[src/design/fcr_pkg.sv]
// Shared constants for the framed command responder: frame markers and command codes.
package fcr_pkg;

    localparam logic [7:0] START_BYTE = 8'h01;
    localparam logic [7:0] ACK_BYTE   = 8'h8F;
    localparam logic [7:0] ACK_LEN    = 8'h00;
    localparam logic [7:0] SMP_LEN    = 8'h02;
    localparam logic [3:0] NIBBLE_MASK = 4'hF;

    localparam logic [7:0] CMD_ON     = 8'h04;
    localparam logic [7:0] CMD_OFF    = 8'h08;
    localparam logic [7:0] CMD_TOGGLE = 8'h10;
    localparam logic [7:0] CMD_SAMPLE = 8'h20;
    localparam logic [7:0] CMD_LOOP   = 8'h40;

    // Width used for position and count compares (count byte plus header fits in 9 bits).
    localparam int CMP_W = 9;

    typedef logic [7:0] byte_t;

endpackage

[src/design/framed_command_responder_top.sv]
// Framed command responder: parses command frames from a byte stream and answers them.
//
// Each input item is one received byte (with the current 12-bit converter sample). Frames are
// 01, command, count, count parameter bytes, 8-bit sum checksum. The parser takes every byte
// offered while s_tready is high. A good frame turns the block into a responder: s_tready
// drops while the response goes out, one item per cycle when the output is not stalled for the
// fixed response bytes, and in loopback each echoed parameter waits for a read of the frame
// memory before it goes out from the registered data. Bad command, bad checksum or a parameter
// run past the frame memory drops the frame with no response. The result register lets the
// next byte be taken while the final response item waits for m_tready.
module framed_command_responder_top #(
    parameter int FRAME_DEPTH = 32
) (
    input  logic        aclk,
    input  logic        aresetn,
    input  logic        s_tvalid,
    output logic        s_tready,
    input  logic [23:0] s_tdata,   // [7:0] rx_byte, [19:8] adc_sample, [23:20] zero
    output logic        m_tvalid,
    input  logic        m_tready,
    output logic [15:0] m_tdata,   // [7:0] tx_byte, [8] led_on, [15:9] zero
    output logic        m_tlast    // tx_last
);
    import fcr_pkg::*;

    localparam int AW = $clog2(FRAME_DEPTH);
    localparam int PW = $clog2(FRAME_DEPTH + 1);

    localparam logic ST_RX = 1'b0;
    localparam logic ST_TX = 1'b1;

    logic                state_reg, state_next;
    logic [PW-1:0]       pos_reg, pos_next;
    logic [7:0]          count_reg, count_next;
    logic [7:0]          sum_reg, sum_next;
    logic [7:0]          cmd_reg, cmd_next;
    logic                led_reg, led_next;
    logic [11:0]         sample_reg, sample_next;
    logic [PW-1:0]       k_reg, k_next;
    logic [7:0]          txsum_reg, txsum_next;
    logic                rd_valid_reg, rd_valid_next;
    logic                m_tvalid_reg, m_tvalid_next;
    logic [15:0]         m_tdata_reg, m_tdata_next;
    logic                m_tlast_reg, m_tlast_next;

    byte_t               mem [FRAME_DEPTH];
    byte_t               rd_data_reg;
    logic                wr_en;

    byte_t               rx_byte;
    logic [11:0]         adc_sample;
    logic                cmd_ok;
    logic                is_led, is_smp;
    logic [CMP_W-1:0]    k9, count9, pos9;
    byte_t               tx_byte;
    logic                tx_last, need_rd, out_free, advance;

    assign rx_byte    = s_tdata[7:0];
    assign adc_sample = s_tdata[19:8];

    assign s_tready = (state_reg == ST_RX);
    assign m_tvalid = m_tvalid_reg;
    assign m_tdata  = m_tdata_reg;
    assign m_tlast  = m_tlast_reg;

    assign cmd_ok = (rx_byte == CMD_ON) || (rx_byte == CMD_OFF) || (rx_byte == CMD_TOGGLE) ||
                    (rx_byte == CMD_SAMPLE) || (rx_byte == CMD_LOOP);
    assign is_led = (cmd_reg == CMD_ON) || (cmd_reg == CMD_OFF) || (cmd_reg == CMD_TOGGLE);
    assign is_smp = (cmd_reg == CMD_SAMPLE);

    assign k9     = CMP_W'(k_reg);
    assign pos9   = CMP_W'(pos_reg);
    assign count9 = CMP_W'(count_reg);

    // Response byte for index k; the checksum is the running sum of the bytes sent before it.
    always_comb begin
        tx_byte = txsum_reg;
        tx_last = 1'b1;
        need_rd = 1'b0;
        if (k9 == CMP_W'(0)) begin
            tx_byte = START_BYTE;
            tx_last = 1'b0;
        end else if (k9 == CMP_W'(1)) begin
            tx_byte = is_led ? ACK_BYTE : cmd_reg;
            tx_last = 1'b0;
        end else if (k9 == CMP_W'(2)) begin
            tx_byte = is_led ? ACK_LEN : (is_smp ? SMP_LEN : count_reg);
            tx_last = 1'b0;
        end else if (is_smp) begin
            if (k9 == CMP_W'(3)) begin
                tx_byte = {4'b0000, sample_reg[11:8] & NIBBLE_MASK};
                tx_last = 1'b0;
            end else if (k9 == CMP_W'(4)) begin
                tx_byte = sample_reg[7:0];
                tx_last = 1'b0;
            end
        end else if (!is_led) begin
            if (k9 < count9 + CMP_W'(3)) begin
                tx_byte = rd_data_reg;
                tx_last = 1'b0;
                need_rd = 1'b1;
            end
        end
    end

    assign out_free = !m_tvalid_reg || m_tready;
    assign advance  = (state_reg == ST_TX) && out_free && (!need_rd || rd_valid_reg);

    always_comb begin
        state_next    = state_reg;
        pos_next      = pos_reg;
        count_next    = count_reg;
        sum_next      = sum_reg;
        cmd_next      = cmd_reg;
        led_next      = led_reg;
        sample_next   = sample_reg;
        k_next        = k_reg;
        txsum_next    = txsum_reg;
        m_tdata_next  = m_tdata_reg;
        m_tlast_next  = m_tlast_reg;
        m_tvalid_next = m_tvalid_reg;
        wr_en         = 1'b0;

        if (m_tready) begin
            m_tvalid_next = 1'b0;
        end

        case (state_reg)
            ST_RX: begin
                if (s_tvalid) begin
                    if (pos_reg == '0) begin
                        if (rx_byte == START_BYTE) begin
                            pos_next = PW'(1);
                            sum_next = rx_byte;
                        end
                    end else if (pos_reg == PW'(1)) begin
                        if (cmd_ok) begin
                            cmd_next = rx_byte;
                            pos_next = PW'(2);
                            sum_next = sum_reg + rx_byte;
                        end else begin
                            pos_next   = '0;
                            count_next = '0;
                            sum_next   = '0;
                        end
                    end else if (pos_reg == PW'(2)) begin
                        count_next = rx_byte;
                        pos_next   = PW'(3);
                        sum_next   = sum_reg + rx_byte;
                    end else if (pos9 > count9 + CMP_W'(2)) begin
                        // checksum slot; a good frame keeps the count for the loopback echo
                        pos_next   = '0;
                        sum_next   = '0;
                        if (rx_byte == sum_reg) begin
                            state_next  = ST_TX;
                            sample_next = adc_sample;
                            k_next      = '0;
                            txsum_next  = '0;
                            if (cmd_reg == CMD_ON) begin
                                led_next = 1'b1;
                            end else if (cmd_reg == CMD_OFF) begin
                                led_next = 1'b0;
                            end else if (cmd_reg == CMD_TOGGLE) begin
                                led_next = !led_reg;
                            end
                        end else begin
                            count_next = '0;
                        end
                    end else if (pos9 < CMP_W'(FRAME_DEPTH)) begin
                        wr_en    = 1'b1;
                        pos_next = PW'(pos_reg + 1'b1);
                        sum_next = sum_reg + rx_byte;
                    end else begin
                        // parameters overran the frame memory
                        pos_next   = '0;
                        count_next = '0;
                        sum_next   = '0;
                    end
                end
            end
            ST_TX: begin
                if (advance) begin
                    m_tvalid_next = 1'b1;
                    m_tdata_next  = {7'b0000000, led_reg, tx_byte};
                    m_tlast_next  = tx_last;
                    k_next        = PW'(k_reg + 1'b1);
                    txsum_next    = txsum_reg + tx_byte;
                    if (tx_last) begin
                        state_next = ST_RX;
                    end
                end
            end
            default: begin
                state_next = ST_RX;
            end
        endcase
    end

    // read address follows k; data is good once the registered read has been taken with k held unchanged
    assign rd_valid_next = (state_reg == ST_TX) && !advance;

    always_ff @(posedge aclk) begin
        if (wr_en) begin
            mem[pos_reg[AW-1:0]] <= rx_byte;
        end
        rd_data_reg <= mem[k_reg[AW-1:0]];
    end

    always_ff @(posedge aclk) begin
        if (!aresetn) begin
            state_reg    <= ST_RX;
            pos_reg      <= '0;
            count_reg    <= '0;
            sum_reg      <= '0;
            led_reg      <= 1'b0;
            k_reg        <= '0;
            rd_valid_reg <= 1'b0;
            m_tvalid_reg <= 1'b0;
        end else begin
            state_reg    <= state_next;
            pos_reg      <= pos_next;
            count_reg    <= count_next;
            sum_reg      <= sum_next;
            led_reg      <= led_next;
            k_reg        <= k_next;
            rd_valid_reg <= rd_valid_next;
            m_tvalid_reg <= m_tvalid_next;
        end
    end

    always_ff @(posedge aclk) begin
        cmd_reg     <= cmd_next;
        sample_reg  <= sample_next;
        txsum_reg   <= txsum_next;
        m_tdata_reg <= m_tdata_next;
        m_tlast_reg <= m_tlast_next;
    end

    a_pos_bound: assert property (@(posedge aclk) disable iff (!aresetn)
        pos9 <= CMP_W'(FRAME_DEPTH))
        else $error("frame position past memory depth");

    a_cmd_known: assert property (@(posedge aclk) disable iff (!aresetn)
        (pos9 >= CMP_W'(3)) |-> ((cmd_reg == CMD_ON) || (cmd_reg == CMD_OFF) ||
        (cmd_reg == CMD_TOGGLE) || (cmd_reg == CMD_SAMPLE) || (cmd_reg == CMD_LOOP)))
        else $error("frame body with unknown command");

    a_last_ends: assert property (@(posedge aclk) disable iff (!aresetn)
        (advance && tx_last) |=> (state_reg == ST_RX) && m_tvalid && m_tlast)
        else $error("response did not end on its last item");

endmodule
[config.mk]
export PLATFORM = sky130hd
export DESIGN_NAME = framed_command_responder_top
export DESIGN_NICKNAME = d
export VERILOG_FILES = /design/src/design/fcr_pkg.sv /design/src/design/framed_command_responder_top.sv
export SDC_FILE = /design/constraint.sdc
export NUM_CORES = 1
export LEC_CHECK = 0
export BUFFER_PORTS_ARGS = -buffer_cell sky130_fd_sc_hd__buf_2
export CORE_MARGIN = 2
export CORE_UTILIZATION = 61
export CTS_CLUSTER_DIAMETER = 200
export DETAILED_ROUTE_END_ITERATION = 10
export PLACE_DENSITY = 0.81
export SYNTH_ARGS = -nofsm -noshare
export SYNTH_HDL_FRONTEND = slang
export SYNTH_SLANG_ARGS = --single-unit
[constraint.sdc]
create_clock -name aclk -period 5.95 [get_ports aclk]
set_clock_uncertainty 0.2 [all_clocks]
set_input_delay 0.595 -clock aclk [delete_from_list [all_inputs] [get_ports aclk]]
set_output_delay 0.595 -clock aclk [all_outputs]
set_load 0.03 [all_outputs]
==> run_results.csv, run 1 <==
group,metric,value,unit
run_status,status,"finished clean",
pwr,p_leak,5.45,nW
synthesis,yosysSeqAreaShare,65.8,%
critical_path,crit_type,"reg2reg",
critical_path,start_kind,"register",
timing,timing.final.crit_period,5160,ps
pwr,p_per_area,301,mW/mm^2
min_path,hold_path.class,"in2reg",
layout,drive_gt1_share,21.6,%
clock_network,clk_pin_slew,60,ps
clock_network,cts-resized-gates,0,
synthesis,synthFlopType,"edfxtp_1",
job,drv_cap,0,
drt,drt_wl_total,31400,um
synthesis,synth-async-reset-ratio,0,%
layout,final_area,0.0164,sq mm
min_path,hold_path.startpoint,"s_tdata[8]",
drt,num_vias,8394,
critical_path,r2r_start,"count_reg[1]",
layout,layout.nets,1036,
place,dp_hpwl,19200,um
critical_path,endpoint_kind,"register",
floorplan,die_area,0.0252,sq mm
timing,rsz0062_at_grt,"false",
timing,slew_headroom,34.4,%
grt,grt_antenna_before_repair,0,
grt,grt_max_degree,69,
synthesis,ys.warnings.count,0,
timing,fin_crit_sh,86.7,%
synthesis,synth_edf_count,294,
pwr,ir_drop,0.000267,V
drt,wire_per_inst,23.8,um
drt,antenna_left,0,
synthesis,yosys.cell_types.count,77,
synthesis,syn_inst,903,
timing,fmax,0.194,GHz
floorplan,ioPinCount,47,
synthesis,avgSynthCellArea,16.2,sq um
clock_network,cts_tree,"built",
critical_path,arrival,5230,ps
clock_network,cts_root_buf,"clkbuf_16",
timing,fin_setup_tns,0,ps
clock_network,hold_buffers,0,
layout,synthToLayoutAreaGrowth,12.1,%
synthesis,synth_area,0.0146,sq mm
clock_network,cts_buffers,35,
drt,viasPerCell,6.38,
floorplan,fp.coreArea,0.0235,sq mm
critical_path,r2r_cells,20,
place,dpl_cell_area,0.0152,sq mm
place,gp_congestion,0.916,
drt,first_pass_iters,5,
layout,finish.utilization,69.9,%
drt,drcViolationCount,0,
clock_network,cts_buffer_depth,3,
floorplan,initial_core_util,62.3,%
timing,hold_violations,0,
clock_network,cts_setup_buffers,0,
floorplan,die_h,159,um
grt,grt_pass1_wl,49200,um
timing,drv_slew,0,
min_path,min_path_cells,1,
place,portBuffers,35,
grt,grt_pass1_vias,8468,
critical_path,required,6020,ps
synthesis,ys_seq_elements,334,
clock_network,cts_max_level,2,
grt,grt_use_total,25.5,%
floorplan,row_count,56,
clock_network,worstSkewPairLatency,510,ps
grt,overflow,0,
timing,final-setup-viol-count,0,
clock_network,cts_sinks,334,
critical_path,crit_fanout,7,
layout,antenna_cells,0,
layout,largest_register_ffs,256,
critical_path,crit_start,"count_reg[1]",
drt,drt_first_iter_violations,849,
floorplan,die_w,159,um
timing,worst_pin_slew,976,ps
[critical path, cell delays in order (launching register included)]
cell	delay, ps
dfxtp_1	480
inv_1	110
ha_1	210
a21oi_1	300
xor2_1	190
ha_1	250
nand2_1	70
a21oi_1	50
a2111oi_2	500
o21ai_0	180
a32oi_1	180
o211ai_1	110
a311oi_1	550
ha_1	340
a21o_1	170
a211oi_1	310
o21ai_0	150
o211ai_1	120
xnor2_1	180
nor2_1	60
a21o_1	180
[kinds of logic after synthesis]
logic type | synth area share (%)
flip-flops | 65.8
AND/OR/NAND/NOR | 7.19
AO/OA/AOI/OAI | 6.36
multiplexers | 13.7
buffers and inverters | 2.10
adder cells (fa/ha/maj) | 3.35
XOR/XNOR | 1.44
other | 0.0256
[path summary, 6_finish.rpt]
kind                                      end  slack, ps
worst min register to register     sum_reg[2]        270
worst max-delay path             txsum_reg[7]        790
worst max register to register   txsum_reg[7]        790
worst min-delay path            sample_reg[0]         60
[routing by layer]
layer / vias up / share of wire [%] / wire (um) / GRT usage [%]
met2: 417 / 50 / 15700 / 42.4
met1: 4210 / 39 / 12300 / 35.2
met4: 0 / 3.2 / 994 / 8.93
met3: 77 / 7.5 / 2350 / 3.66
met5: - / 0 / 0 / 0
li1: 3690 / - / - / -
[final cells by class]
| class | count | area (sq um) |
|---|---|---|
| flip-flops and latches | 334 | 9640 |
| multi-input cells | 533 | 4820 |
| well taps | 319 | 399 |
| fillers | 1471 | 7070 |
| clock inverters | 19 | 208 |
| repair buffers | 45 | 250 |
| clock buffers | 45 | 1010 |
| inverters | 21 | 78.8 |
[cells in the mapped netlist (18+ instances only)]
library cell    n  area, sq um
nand3_1        22          110
inv_1          18         67.6
edfxtp_1      294         8830
nand2_1        56          210
mux4_2         80         1800
ha_1           36          450
o21ai_0        19         95.1
a21oi_1        33          165
dfxtp_1        40          801
clkbuf_1       26         97.6
nor2_1         63          236
[power breakdown]
part	total, mW	switching, mW	internal, mW
clock	2.27	0.892	1.38
sequential	2.57	0.00640	2.56
combinational	0.0925	0.0661	0.0264
[placed cells by master (no fill, tap or decap), types with 8 or more instances in the layout]
cell type	Yosys	final
nand3_1	22	22
mux2i_1	10	10
xor2_1	11	11
o21ai_0	19	19
xnor2_1	13	13
mux4_2	80	80
edfxtp_1	294	294
buf_4	8	10
dfxtp_1	40	38
clkbuf_16	0	39
buf_2	6	35
a21oi_1	33	33
inv_1	18	18
a21o_1	8	8
nor3_1	13	13
nand2_1	56	56
conb_1	1	31
nor2_1	63	63
o211ai_1	9	9
mux2_2	9	9
ha_1	36	36
[metrics by stage]
stage               instances  total power [mW]  setup slack (ps)  hold slack (ps)
detailed placement       1252              2.71               846              260
CTS                      1316              4.95               785             48.3
finish                   1316              4.93               791             57.9
global route             1316              5.05               327             47.3
global placement         1252              2.70               952              243
floorplan                 933              2.66              1410              236
No activity file was read; power rests on OpenSTA's default activity.
==> run 2, diff against run 1 <==
==> constraint.sdc (replaced) <==
create_clock -name aclk -period 6.4 [get_ports aclk]
set_clock_uncertainty 0.2 [all_clocks]
set_input_delay 0.64 -clock aclk [delete_from_list [all_inputs] [get_ports aclk]]
set_output_delay 0.64 -clock aclk [all_outputs]
set_load 0.03 [all_outputs]
==> run 2 against run 1 <==
Against the previous run:
- count of clock-buffer cells in the layout increased by 2
- setup slack better by 540 ps
- power shrank 9.4%
- global-route usage down 0.10 points
- via count is 1.8% lower
- fmax increased by 1.8%
- critical path depth did not move
- cell count did not move
- register-to-register slack improved by 540 ps
- routed wire length rose by 0.64%
- non-clock buffer count stayed put
- clock power down 12%
- critical endpoint unchanged
- largest cell class unchanged
- largest power group unchanged
==> run_results.csv, run 2 (synthesis results as in run 1) <==
group,metric,value,unit
critical_path,critPathMaxStageDelay,530,ps
critical_path,cp_cell_sequence,"inv_1 > ha_1 > and3b_4 > xnor2_1 > ha_1 > nand2_1 > a21oi_1 > a2111oi_2 > o21ai_0 > a32oi_1 > o211ai_1 > a311oi_1 > ha_1 > a21o_1 > a211oi_1 > o21ai_0 > o211ai_1 > xnor2_1 > nor2_1 > a21o_1",
pwr,p_per_area,274,mW/mm^2
clock_network,cts-resized-gates,0,
layout,layout_commonest_cell,"edfxtp_1",
critical_path,endpoint_kind,"register",
clock_network,cts_buffers,35,
timing,worst_pin_slew,1010,ps
clock_network,cts_max_level,2,
layout,drive_gt1_share,21.3,%
grt,grt_antenna_before_repair,0,
critical_path,cpMaxStageDelayCell,"a311oi_1",
floorplan,die_w,159,um
clock_network,cts_root_buf,"clkbuf_16",
clock_network,clk_pin_slew,60,ps
critical_path,r2r_start,"count_reg[1]",
clock_network,cts_setup_buffers,0,
timing,timing.final.crit_period,5070,ps
timing,fin_setup_tns,0,ps
critical_path,path_common_cell,"ha_1",
floorplan,fp.coreArea,0.0235,sq mm
pwr,p_leak,5.39,nW
critical_path,start_kind,"register",
pwr,ir_drop,0.000254,V
drt,drt_wl_total,31600,um
place,place_inst,1252,
clock_network,cts_sinks,334,
layout,largest_register_ffs,256,
floorplan,initial_core_util,62.3,%
floorplan,die_h,159,um
timing,drv_slew,0,
timing,hold_violations,0,
layout,layout.nets,1036,
grt,grt_pass1_wl,48600,um
critical_path,required,6480,ps
clock_network,cts_tree,"built",
min_path,hold_path.startpoint,"s_tdata[16]",
timing,fin_crit_sh,79.2,%
timing,final-setup-viol-count,0,
clock_network,worstSkewPairLatency,530,ps
clock_network,cts_buffer_depth,3,
timing,slew_headroom,32.4,%
drt,first_pass_iters,6,
place,gp_congestion,0.889,
grt,grt_max_degree,69,
timing,fmax,0.197,GHz
drt,wire_per_inst,24.0,um
layout,antenna_cells,0,
min_path,hold_path.class,"in2reg",
critical_path,crit_family,"compound AO/OA/AOI/OAI gates",
run_status,status,"finished clean",
place,dp_hpwl,19300,um
critical_path,crit_start,"count_reg[1]",
layout,final_cell_mix,"294 x edfxtp_1, 80 x mux4_2, 63 x nor2_1",
critical_path,critPathBufInv,1,
drt,drt_first_iter_violations,756,
floorplan,row_count,56,
grt,grt_use_total,25.4,%
place,portBuffers,35,
critical_path,arrival,5150,ps
critical_path,r2r_slack,1330,ps
floorplan,ioPinCount,47,
drt,num_vias,8241,
critical_path,crit_fanout,7,
drt,viasPerCell,6.26,
drt,antenna_left,0,
layout,synthToLayoutAreaGrowth,11.6,%
floorplan,die_area,0.0252,sq mm
clock_network,hold_buffers,0,
job,drv_cap,0,
layout,final_cells,1316,
grt,grt_pass1_vias,8252,
drt,drcViolationCount,0,
grt,overflow,0,
timing,rsz0062_at_grt,"false",
critical_path,crit_type,"reg2reg",
==> run 2: changes by cell type in the layout (fill, tap and decap cells not counted), moves of 2 or more <==
cell,delta
clkinv_2,-4
clkbuf_1,+5
bufinv_16,-2
clkinv_1,-2
clkbuf_16,-3
clkinvlp_4,+5
==> run 2: layout make-up <==
type / instances / area [sq um]
clock buffers: 47 / 952
clock inverters: 17 / 188
fillers: 1496 / 7150
inverters: 21 / 78.8
multi-input cells: 533 / 4820
flip-flops and latches: 334 / 9640
well taps: 319 / 399
repair buffers: 45 / 250
==> run 2: worst paths after layout <==
kind	to	depth (start not counted)
setup / recovery	txsum_reg[7]	20
hold / removal	sample_reg[8]	1
setup reg to reg	txsum_reg[7]	20
hold reg to reg	sum_reg[6]	2
==> run 2: per-layer routing <==
metal | track usage (%) | wire length [um]
met3 | 4.31 | 2090
met4 | 8.31 | 1030
met5 | 0 | 0
met1 | 34.7 | 12800
met2 | 42.4 | 15600
==> run 2: metrics by stage <==
stage / total power, mW / utilization [%] / setup slack (ps) / hold WS (ps) / cell area (sq um)
2_1_floorplan: 2.47 / - / 1860 / 236 / 14700
3_3_place_gp: 2.51 / 64.7 / 1380 / 243 / 15200
6_report: 4.47 / 69.5 / 1330 / 77.7 / 16300
5_1_grt: 4.58 / 69.5 / 890 / 70.6 / 16300
3_5_place_dp: 2.52 / 64.7 / 1410 / 254 / 15200
4_1_cts: 4.49 / 69.5 / 1330 / 79.1 / 16300
==> run 2: worst reg2reg max path, stage by stage, from the launching register on <==
cell,delay (ps)
dfxtp_1,480
inv_1,120
ha_1,230
and3b_4,310
xnor2_1,120
ha_1,280
nand2_1,70
a21oi_1,50
a2111oi_2,500
o21ai_0,190
a32oi_1,190
o211ai_1,100
a311oi_1,530
ha_1,340
a21o_1,180
a211oi_1,290
o21ai_0,130
o211ai_1,120
xnor2_1,170
nor2_1,60
a21o_1,170
==> run 2: report_power, final <==
part / leakage, nW / total, mW / internal (mW) / switching (mW)
Combinational: 1.86 / 0.0868 / 0.0246 / 0.0622
Sequential: 2.99 / 2.39 / 2.38 / 0.00584
Clock: 0.535 / 1.99 / 1.15 / 0.850
